$ cat src/sv/cvl_pkg.sv
package cvl_pkg;

  // Width of one stored value and of the element field.
  localparam int unsigned VALUE_W = 32;

  // Input kind codes.
  localparam logic [1:0] KIND_APPEND = 2'd0;
  localparam logic [1:0] KIND_DELETE = 2'd1;
  localparam logic [1:0] KIND_LIST   = 2'd2;

  // Result status codes.
  localparam logic [2:0] STAT_OK        = 3'd0;
  localparam logic [2:0] STAT_FULL      = 3'd1;
  localparam logic [2:0] STAT_NOT_FOUND = 3'd2;
  localparam logic [2:0] STAT_ELEMENT   = 3'd3;
  localparam logic [2:0] STAT_EMPTY     = 3'd4;

  // Operation broadcast to every cell of the chain.
  typedef enum logic [1:0] {
    OP_HOLD,
    OP_APPEND,
    OP_DELETE,
    OP_ROTATE
  } cvl_op_t;

  // Per-cell control: the shared operation plus the position flags of the cell.
  typedef struct packed {
    cvl_op_t op;
    logic    in_use;   // cell holds a stored value
    logic    is_tail;  // first free cell, target of an append
    logic    is_end;   // last occupied cell, takes the head value on rotation
  } cvl_cell_ctrl_t;

endpackage

$ cat src/sv/cvl_cell.sv
module cvl_cell (
  input  logic                                 clk,
  input  cvl_pkg::cvl_cell_ctrl_t              ctrl,
  input  logic signed [cvl_pkg::VALUE_W-1:0]   key,
  input  logic signed [cvl_pkg::VALUE_W-1:0]   above,
  input  logic signed [cvl_pkg::VALUE_W-1:0]   wrap,
  input  logic                                 seen_in,
  output logic signed [cvl_pkg::VALUE_W-1:0]   value,
  output logic                                 seen_out
);

  logic signed [cvl_pkg::VALUE_W-1:0] value_r;
  logic signed [cvl_pkg::VALUE_W-1:0] value_nxt;
  logic                               hit;

  // A match counts only in an occupied cell; the running flag marks that this
  // cell or one below it holds the first match, so this cell closes the gap.
  assign hit      = ctrl.in_use && (value_r == key);
  assign seen_out = seen_in || hit;
  assign value    = value_r;

  always_comb begin
    value_nxt = value_r;
    case (ctrl.op)
      cvl_pkg::OP_APPEND: begin
        if (ctrl.is_tail) begin
          value_nxt = key;
        end
      end
      cvl_pkg::OP_DELETE: begin
        if (seen_out && ctrl.in_use) begin
          value_nxt = above;
        end
      end
      cvl_pkg::OP_ROTATE: begin
        if (ctrl.is_end) begin
          value_nxt = wrap;
        end else if (ctrl.in_use) begin
          value_nxt = above;
        end
      end
      default: begin
        value_nxt = value_r;
      end
    endcase
  end

  always_ff @(posedge clk) begin
    value_r <= value_nxt;
  end

endmodule

$ cat src/sv/compacting_value_list.sv
// An append, delete or other request gives its single result in the output register
// in the cycle after its transfer; a list request gives its first element then.
// Throughput: one append or delete per cycle unless the output stalls; a list request
// holds the block until every stored value has gone out, one rotation per result.
// Reset (rst_n low at a clock edge) empties the list and the output register; the
// stored values themselves are not cleared, as the fill count alone marks them valid.
module compacting_value_list #(
  parameter int unsigned CAPACITY = 16,
  localparam int unsigned CntW = $clog2(CAPACITY + 1)
) (
  input  logic                                clk,
  input  logic                                rst_n,
  // Request channel.
  input  logic                                in_valid,
  output logic                                in_stall,
  input  logic [1:0]                          in_kind,
  input  logic signed [cvl_pkg::VALUE_W-1:0]  in_value,
  // Result channel.
  output logic                                out_valid,
  input  logic                                out_stall,
  output logic [2:0]                          out_status,
  output logic signed [cvl_pkg::VALUE_W-1:0]  out_element,
  output logic [CntW-1:0]                     out_fill_count,
  output logic                                out_last
);

  // The block is either taking requests or walking the list for a list request.
  typedef enum logic {
    ST_IDLE,
    ST_LIST
  } state_t;

  state_t                              state_r, state_nxt;
  logic [CntW-1:0]                     occ_r, occ_nxt;
  logic [CntW-1:0]                     rem_r, rem_nxt;
  logic                                out_valid_r, out_valid_nxt;
  logic [2:0]                          out_status_r, out_status_nxt;
  logic signed [cvl_pkg::VALUE_W-1:0]  out_element_r, out_element_nxt;
  logic [CntW-1:0]                     out_fill_count_r, out_fill_count_nxt;
  logic                                out_last_r, out_last_nxt;

  logic                                out_free;
  logic                                in_xfer;
  cvl_pkg::cvl_op_t                    op;
  logic                                found;

  logic signed [cvl_pkg::VALUE_W-1:0]  cell_value [CAPACITY];
  logic                                seen [CAPACITY+1];
  logic signed [cvl_pkg::VALUE_W-1:0]  head;

  // The output register is free when it is empty or its result is being taken in
  // this cycle, so a new result can follow a waiting one without a bubble.
  assign out_free = !out_valid_r || !out_stall;
  assign in_stall = (state_r == ST_LIST) || !out_free;
  assign in_xfer  = in_valid && !in_stall;

  assign head  = cell_value[0];
  assign found = seen[CAPACITY];

  // Operation for the cell chain this cycle. A rotation moves every stored value
  // down one place and wraps the head around to the end, so after as many
  // rotations as there are values the list is back in its original order.
  always_comb begin
    op = cvl_pkg::OP_HOLD;
    if (in_xfer) begin
      case (in_kind)
        cvl_pkg::KIND_APPEND: begin
          if (occ_r < CntW'(CAPACITY)) begin
            op = cvl_pkg::OP_APPEND;
          end
        end
        cvl_pkg::KIND_DELETE: begin
          op = cvl_pkg::OP_DELETE;
        end
        cvl_pkg::KIND_LIST: begin
          if (occ_r != '0) begin
            op = cvl_pkg::OP_ROTATE;
          end
        end
        default: begin
          op = cvl_pkg::OP_HOLD;
        end
      endcase
    end else if (state_r == ST_LIST && out_free) begin
      op = cvl_pkg::OP_ROTATE;
    end
  end

  // The chain of cells. The first-match flag ripples up from cell zero; on a delete,
  // every occupied cell at or above the first match takes its upper neighbor's value.
  assign seen[0] = 1'b0;

  for (genvar i = 0; i < CAPACITY; i++) begin : g_cell
    cvl_pkg::cvl_cell_ctrl_t            ctrl;
    logic signed [cvl_pkg::VALUE_W-1:0] above;

    assign ctrl.op      = op;
    assign ctrl.in_use  = CntW'(i) < occ_r;
    assign ctrl.is_tail = CntW'(i) == occ_r;
    assign ctrl.is_end  = CntW'(i + 1) == occ_r;

    if (i == CAPACITY - 1) begin : g_top
      // The top cell has no upper neighbor; it only ever leaves use on a delete.
      assign above = cell_value[i];
    end else begin : g_mid
      assign above = cell_value[i+1];
    end

    cvl_cell u_cell (
      .clk      (clk),
      .ctrl     (ctrl),
      .key      (in_value),
      .above    (above),
      .wrap     (head),
      .seen_in  (seen[i]),
      .value    (cell_value[i]),
      .seen_out (seen[i+1])
    );
  end

  // Next-state and result logic.
  always_comb begin
    state_nxt          = state_r;
    occ_nxt            = occ_r;
    rem_nxt            = rem_r;
    out_valid_nxt      = out_valid_r && out_stall;
    out_status_nxt     = out_status_r;
    out_element_nxt    = out_element_r;
    out_fill_count_nxt = out_fill_count_r;
    out_last_nxt       = out_last_r;

    if (in_xfer) begin
      out_valid_nxt   = 1'b1;
      out_element_nxt = '0;
      out_last_nxt    = 1'b1;
      out_status_nxt  = cvl_pkg::STAT_OK;
      case (in_kind)
        cvl_pkg::KIND_APPEND: begin
          if (occ_r < CntW'(CAPACITY)) begin
            occ_nxt = occ_r + 1'b1;
          end else begin
            out_status_nxt = cvl_pkg::STAT_FULL;
          end
        end
        cvl_pkg::KIND_DELETE: begin
          if (found) begin
            occ_nxt = occ_r - 1'b1;
          end else begin
            out_status_nxt = cvl_pkg::STAT_NOT_FOUND;
          end
        end
        cvl_pkg::KIND_LIST: begin
          if (occ_r == '0) begin
            out_status_nxt = cvl_pkg::STAT_EMPTY;
          end else begin
            // The head goes out now; the remaining values follow one per cycle while the output does not stall.
            out_status_nxt  = cvl_pkg::STAT_ELEMENT;
            out_element_nxt = head;
            out_last_nxt    = (occ_r == CntW'(1));
            rem_nxt         = occ_r - 1'b1;
            if (occ_r != CntW'(1)) begin
              state_nxt = ST_LIST;
            end
          end
        end
        default: begin
          out_status_nxt = cvl_pkg::STAT_OK;
        end
      endcase
      out_fill_count_nxt = occ_nxt;
    end else if (state_r == ST_LIST && out_free) begin
      out_valid_nxt      = 1'b1;
      out_status_nxt     = cvl_pkg::STAT_ELEMENT;
      out_element_nxt    = head;
      out_fill_count_nxt = occ_r;
      out_last_nxt       = (rem_r == CntW'(1));
      rem_nxt            = rem_r - 1'b1;
      if (rem_r == CntW'(1)) begin
        state_nxt = ST_IDLE;
      end
    end
  end

  always_ff @(posedge clk) begin
    if (!rst_n) begin
      state_r     <= ST_IDLE;
      occ_r       <= '0;
      rem_r       <= '0;
      out_valid_r <= 1'b0;
    end else begin
      state_r     <= state_nxt;
      occ_r       <= occ_nxt;
      rem_r       <= rem_nxt;
      out_valid_r <= out_valid_nxt;
    end
    out_status_r     <= out_status_nxt;
    out_element_r    <= out_element_nxt;
    out_fill_count_r <= out_fill_count_nxt;
    out_last_r       <= out_last_nxt;
  end

  assign out_valid      = out_valid_r;
  assign out_status     = out_status_r;
  assign out_element    = out_element_r;
  assign out_fill_count = out_fill_count_r;
  assign out_last       = out_last_r;

  // The fill count never passes the number of cells.
  a_occ_bound: assert property (@(posedge clk) disable iff (!rst_n)
    occ_r <= CntW'(CAPACITY))
    else $error("fill count exceeds capacity");

  // While the list is being walked, no new request may be taken.
  a_list_blocks: assert property (@(posedge clk) disable iff (!rst_n)
    (state_r == ST_LIST) |-> in_stall)
    else $error("request taken during list walk");

  // An append that fits grows the list by exactly one.
  a_append_grows: assert property (@(posedge clk) disable iff (!rst_n)
    (in_xfer && in_kind == cvl_pkg::KIND_APPEND && occ_r < CntW'(CAPACITY))
    |=> (occ_r == $past(occ_r) + 1'b1))
    else $error("append did not grow the list");

  // An empty-list result reports an empty store.
  a_empty_zero: assert property (@(posedge clk) disable iff (!rst_n)
    (out_valid_r && out_status_r == cvl_pkg::STAT_EMPTY) |-> (out_fill_count_r == '0))
    else $error("empty result with nonzero fill count");

  // Only listed elements carry a nonzero element field.
  a_element_zero: assert property (@(posedge clk) disable iff (!rst_n)
    (out_valid_r && out_status_r != cvl_pkg::STAT_ELEMENT) |-> (out_element_r == '0))
    else $error("element field set on a non-element result");

endmodule
$ cat config.mk
export PLATFORM = sky130hd
export DESIGN_NAME = compacting_value_list
export DESIGN_NICKNAME = d
export VERILOG_FILES = /design/src/sv/cvl_pkg.sv /design/src/sv/cvl_cell.sv /design/src/sv/compacting_value_list.sv
export SDC_FILE = /design/constraint.sdc
export NUM_CORES = 1
export LEC_CHECK = 0
export ABC_CLOCK_PERIOD_IN_PS = 8390
export BUFFER_PORTS_ARGS = -buffer_cell sky130_fd_sc_hd__buf_2
export CAP_MARGIN = 10
export CORE_ASPECT_RATIO = 1.2
export CORE_MARGIN = 4
export CORE_UTILIZATION = 57
export CTS_CLUSTER_SIZE = 10
export DETAILED_ROUTE_END_ITERATION = 7
export PLACE_DENSITY = 0.74
export SKIP_CTS_REPAIR_TIMING = 1
export SYNTH_ARGS = -nofsm -noshare
export SYNTH_HDL_FRONTEND = slang
export SYNTH_SLANG_ARGS = --single-unit
$ cat constraint.sdc
create_clock -name clk -period 8.39 [get_ports clk]
set_clock_uncertainty 0.05 [all_clocks]
set_input_delay 1.678 -clock clk [delete_from_list [all_inputs] [get_ports clk]]
set_output_delay 1.678 -clock clk [all_outputs]
set_load 0.02 [all_outputs]
==> metrics.md, run 1 <==
| Metric | Value |
|---|---|
| Status | finished, final reports clean |
| Async S/R FF share, synth | 0% |
| DR pass1 iterations | 6 |
| Fmax | 0.1767 GHz |
| Die area | 63910 um2 |
| IO buf count | 80 |
| Slowest CP cell | nor4_2 |
| Pwr Density | 186.9 nW/um2 |
| Crit path kind | in2reg |
| Core ar. | 59470 um2 |
| Critical path arrival | 5910 ps |
| Initial Util | 57.43% |
| Actual slew at the worst max-slew pin | 1377 ps |
| I/O pin cnt | 81 |
| Syn Inst Count | 3600 |
| Critical Path RT | 8650 ps |
| Clock-pin transition on the worst setup and hold timing paths | 50 ps |
| Final Hold Fails | 0 |
| RSZ-0062 raised after global routing | false |
| M3 GR Usage | 8.450% |
| Hold crit path type | reg2reg |
| CP peak stage delay | 1160 ps |
| Static Leak | 12.84 nW |
| Met2 Usage GRT | 62.37% |
| Row count | 98 |
| Sw Ratio | 27.85% |
| Gr usage total | 39.49% |
| Setup violators final | 0 |
| Final min period | 5659 ps |
| EDFF count, synth | 553 |
| CTS tree | built |
| Comb power frac | 13.0% |
| Post-Synthesis Cell Area | 34150 um2 |
| Setup crit start kind | input port |
| Post-DRT Antenna Nets | 0 |
| Crit-path most repeated cell | buf_4 |
| Final std cells w/o fill | 4322 |
| Relative slew margins | 7.447% |
| Worst-Skew Late Latency | 620 ps |
| Fin. max-slew vios | 0 |
| Die Width | 231.5 um |
| Synth cell types | 76 |
| Pint | 4.942 mW |
| Drt first-iter violations | 4596 |
| Mean routed wirelength per cell | 30.19 um |
| Post-layout util | 61.62% |
| Top FF cell, synth | edfxtp_1 |
| Area grow syn2layout | 7.290% |
| Number of CTS-inserted buffers | 67 |
| Sink Count | 565 |
| First-pass GRT wire length | 187.3 mm |
| Peak VDD IR | 0.1455 mV |
| Top Usage Layer GRT | met2 |
| Initial antenna violation count | 3 |
| Synth Warn # | 0 |
| Max-cap violations | 0 |
| Syn avg cell area | 9.487 um2 |
| Placed Instance Area | 34680 um2 |
| Final Cell Area | 36640 um2 |
| Fin Setup TNS | 0 ps |
| Vias per inst | 6.927 |
| Remaining global-route overflow | 0 |
| DP Wirelength | 92.35 mm |
| Met1 Use GR | 43.42% |
| Placed Cells | 4214 |
| Yosys reg bits | 565 |
| CP cell instances | buf_2 > xor2_1 > nor4_1 > nand4_1 > nor3_1 > buf_4 > nor4_2 > nand2_1 > o31a_1 > a21o_1 > buf_4 |
| Final worst-path cycle share | 67.45% |
| Fin nets | 3541 |
| Mapped Nets | 3647 |
| Die H | 276.1 um |
| Sequential-to-total area share from yosys stat | 49.33% |
| CTS root buffer | clkbuf_16 |
| Placer congestion estimate | 1.026 |
| Element type at the critical path end | flop |
| DRT Wirelength | 130.5 mm |
| Vias in the first global route | 28.37k |
| Reg power frac | 48.4% |
| Clock power share | 38.6% |
| Hold WS | 431.7 ps |
| Critical path peak fanout | 32 |
| Layout cells sized above 1 | 8.977% |
| Drt drc | 0 |
| Net Sw Power | 1.908 mW |
| Clock Path Buffers | 3 |
| H-Tree Depth | 3 |
| Largest net degree at the start of global routing | 147 |
| DR vias | 29.94k |
[final timing paths]
check	cells after the start	slack, ps	to	from
setup / recovery	11	2730	g_cell[8].u_cell.value[21]	in_value[1]
hold / removal	2	430	rem_r[1]	rem_r[1]
setup reg to reg	10	3180	g_cell[11].u_cell.value[21]	occ_r[0]
hold reg to reg	2	430	rem_r[1]	rem_r[1]
[through the flow]
stage,power [mW],setup WS [ps]
after detailed placement,4.199,2764
final,6.850,2731
after CTS,6.789,3378
after global placement,4.182,2831
after global routing,7.000,2711
after floorplan,3.886,861.8
[layout make-up]
cell class	count	area, um2
multi-input combinational	2686	15820
sequential	565	16850
timing repair buffer	163	1092
clock buffer	85	1765
tap	800	1001
fill	4951	22830
inverter	11	41.29
antenna	2	5.005
clock inverter	10	75.07
[per-layer routing]
metal / up-vias / routed length [um] / share of wire (%)
li1: 12630 / - / -
met1: 14270 / 40840 / 31
met2: 2343 / 59470 / 46
met3: 693 / 13990 / 11
met4: 0 / 16190 / 12
met5: - / 0 / 0
[layout by cell type (no fill, tap or decap), drive strengths merged, types with 32 or more instances in the layout]
cell and n:
nand2 1043, a31oi 453, clkbuf 85, nor4 175, nor3 32, and2 35
nand3 34, mux2 32, xor2 433, edfxtp 553, buf 163, nor2 118
xnor2 85, nand4 61
[flip-flops by register name, summed over array words and instances (netlist names)]
| register | cells |
|---|---|
| g_cell.u_cell.value | 512 |
| occ_r | 5 |
| out_element | 32 |
| out_fill_count | 5 |
| out_last | 1 |
| out_status | 3 |
| out_valid | 1 |
| rem_r | 5 |
| state_r | 1 |
[cells by family after synthesis]
logic type      after synthesis  synth area share (%)
flops                       565                 49.33
compound gates              547                 10.26
buf+inv                     349                 4.975
fa+ha+maj                     9                0.3297
mux                          34                 1.114
simple gates               1578                 20.71
xor+xnor                    518                 13.28
[power groups by stage]
stage          sequential [mW]  combinational, mW  clock [mW]
2_1_floorplan             3.34              0.543           0
3_3_place_gp              3.37              0.815           0
3_5_place_dp              3.37              0.828           0
4_1_cts                   3.31              0.832        2.64
5_1_grt                   3.32              0.920        2.76
6_report                  3.32              0.887        2.65
[worst max-delay path, delay by kind of cell]
family	cells	cell delay, ps
compound gates	2	540
simple gates	5	1690
buf+inv	3	1000
xor+xnor	1	980
[cells in the mapped netlist (6+ instances only)]
master    number  share of area (%)
a21oi_1       29               0.42
or4_1          8               0.18
nor2b_1        6               0.11
and3_1        16               0.29
nor4_1       170                3.1
buf_1         14               0.15
edfxtp_1     553                 49
nand2_1     1043                 11
buf_4         54                1.2
inv_1         11               0.12
nand3_1       34               0.50
a211oi_1       6               0.13
or3_1          7               0.13
and2_1        35               0.64
and4_1         9               0.23
dfxtp_1       12               0.70
ha_1           9               0.33
xnor2_1       85                2.2
clkbuf_1     168                1.8
buf_6          7               0.23
xor2_1       433                 11
nand4_1       59                1.1
nor2_1       117                1.3
nor3_1        30               0.44
a31oi_1      453                8.3
buf_2         93                1.4
mux2_2        32                1.1
o21ai_0       14               0.21
Power figures use the tool's default switching activity.
==> inputs of run 2 (changes only) <==
- ABC_CLOCK_PERIOD_IN_PS: 8390 -> 4700
- PLACE_DENSITY: 0.74 -> 0.77
- clock period: 8.39 -> 4.7 ns (I/O delays scaled with it)
==> run 2 against run 1 <==
Compared with the run above: the run now ends with design-rule violations left; clock-buffer cell count up 1; largest power group unchanged; register-to-register slack lost 2700 ps; critical path depth up 1; setup slack lost 2300 ps; first-iteration DRC count down 0.15%; non-clock buffer count rose by 105.
==> metrics.md, run 2 (same netlist as run 1, synthesis figures left out) <==
| Metric | Value |
|---|---|
| Peak VDD IR | 0.2522 mV (+73%) |
| Slowest CP cell | xnor2_1 |
| Critical path arrival | 4500 ps (-1410 ps) |
| Most frequent cells in the layout | 1043 x nand2_1, 553 x edfxtp_1, 452 x a31oi_1, 433 x xor2_1, 169 x nor4_1 |
| IO buf count | 80 (unchanged) |
| Initial antenna violation count | 2 (-1) |
| Placed Instance Area | 35900 um2 (+3.5%) |
| Final Hold Fails | 0 (unchanged) |
| Actual slew at the worst max-slew pin | 1398 ps (+21.61 ps) |
| Fmax | 0.2361 GHz |
| Die H | 276.1 um (unchanged) |
| Final std cells w/o fill | 4429 (+2.5%) |
| First-pass GRT wire length | 191.8 mm (+2.4%) |
| Fin Setup TNS | 0 ps (unchanged) |
| Post-DRT Antenna Nets | 0 (unchanged) |
| H-Tree Depth | 3 (unchanged) |
| Core ar. | 59470 um2 (unchanged) |
| Area grow syn2layout | 10.73% |
| Worst-Skew Late Latency | 640 ps (+20 ps) |
| Max-cap violations | 0 (unchanged) |
| Hold crit path type | reg2reg |
| Pwr Density | 329.6 nW/um2 (+76%) |
| Gr usage total | 40.50% (+1.0 points) |
| CTS tree | built |
| Placer congestion estimate | 1.048 (+2.1%) |
| Mean routed wirelength per cell | 29.70 um (-1.6%) |
| Leading cell type in the layout, fill and taps excluded | nand2_1 |
| Post-layout util | 63.59% (+2.0 points) |
| Relative slew margins | 6.101% (-1.3 points) |
| Design Power | 12.47 mW (+82%) |
| Sink Count | 565 (unchanged) |
| CP cell instances | buf_2 > xnor2_1 > nand4_1 > nor4_1 > and3_1 > nor4_1 > buf_4 > nand4_2 > nor4_2 > buf_4 > a2111oi_4 > buf_12 |
| Row count | 98 (unchanged) |
| Hold WS | 426.2 ps (-5.520 ps) |
| DR pass1 iterations | 8 (+2) |
| Clock-pin transition on the worst setup and hold timing paths | 60 ps (about the same) |
| DP Worst Slack | 141.9 ps (-2622 ps) |
| Final min period | 4235 ps |
| Buf/Inv on CP | 4 (+1) |
| Number of CTS-inserted buffers | 68 (+1.5%) |
| Remaining global-route overflow | 0 (unchanged) |
| Placed Cells | 4330 (+2.8%) |
| Fin nets | 3647 (+3.0%) |
| Static Leak | 13.48 nW (+5.0%) |
| Critical Path RT | 4970 ps (-3680 ps) |
| I/O pin cnt | 81 (unchanged) |
| Largest register FFs | 512 (unchanged) |
| Drt drc | 1 (+1) |
| Largest net degree at the start of global routing | 133 (-9.5%) |
| DR vias | 30.08k (+0.47%) |
| Die Width | 231.5 um (unchanged) |
| Element type at the critical path end | flop |
| Fin. max-slew vios | 0 (unchanged) |
| Hold Path Depth | 2 (unchanged) |
| Final worst-path cycle share | 90.11% |
| Critical Path Stages | 12 (+1) |
| Critical path peak fanout | 32 (unchanged) |
| Final Cell Area | 37820 um2 (+3.2%) |
| DRT Wirelength | 131.5 mm (+0.81%) |
| Failing checks | design-rule violations |
| Initial Util | 57.43% (unchanged) |
| DP Wirelength | 97.25 mm (+5.3%) |
| CTS root buffer | clkbuf_16 |
| Crit path kind | in2reg |
| Setup violators final | 0 (unchanged) |
| CP peak stage delay | 1140 ps (-20 ps) |
| Final setup margin | 465.1 ps (-2266 ps) |
| Status | finished with violations |
| Vias per inst | 6.792 (-2.0%) |
| RSZ-0062 raised after global routing | false |
| Family with the most delay on the worst path | XOR/XNOR gates |
| Register-to-register setup slack | 500 ps (-2680 ps) |
| FF-to-FF path depth | 10 (unchanged) |
| Setup crit start kind | input port |
| Die area | 63910 um2 (unchanged) |
| Layout cells sized above 1 | 11.63% (+2.7 points) |
| Clock Path Buffers | 3 (unchanged) |
| Vias in the first global route | 29.25k (+3.1%) |
| Drt first-iter violations | 4589 (-0.15%) |
run 2: cell types whose count changed in the layout (fill, tap and decap cells not counted), sizes merged:
| cell | before | now |
|---|---|---|
| buf | 163 | 268 |
| bufinv | 0 | 1 |
| clkbuf | 85 | 86 |
| clkinv | 5 | 6 |
| clkinvlp | 0 | 1 |
| diode | 2 | 1 |
| inv | 16 | 15 |
run 2: path summary, 6_finish.rpt:
path | to | startpoint
worst max-delay path | g_cell[12].u_cell.value[21] | in_value[1]
worst min-delay path | rem_r[1] | rem_r[1]
worst max register to register | g_cell[8].u_cell.value[24] | g_cell[0].u_cell.value[20]
worst min register to register | rem_r[1] | rem_r[1]
run 2: area by class of cell:
type | instances | area, um2
Multi-Input combinational cell | 2686 | 15830
Fill cell | 4828 | 21650
Clock inverter | 12 | 107.6
Clock buffer | 86 | 1812
Tap cell | 800 | 1001
Antenna cell | 1 | 2.502
Timing Repair Buffer | 268 | 2175
Sequential cell | 565 | 16850
Inverter | 11 | 41.29
run 2: power breakdown:
group          internal (mW)  switching (mW)
clock                   2.75            2.11
combinational          0.508            1.22
sequential              5.76           0.116
run 2: worst reg2reg max path: stages, from the launching register on:
cell and delay (ps):
edfxtp_1 890, xor2_1 620, nor4_1 210, nand3_1 120
nor3_1 70, buf_4 150, nor4_2 830, nand2_1 160
o31a_1 330, a21o_1 170, buf_4 250
run 2: routing by layer:
layer | vias to the layer above | GRT usage [%] | share of wire, % | routed length [um]
met5 | - | 0 | 0.011 | 14
met4 | 2 | 40.49 | 13 | 17120
met3 | 674 | 8.007 | 10 | 13120
met2 | 2292 | 62.89 | 45 | 59580
met1 | 14270 | 45.45 | 32 | 41710
li1 | 12850 | - | - | -
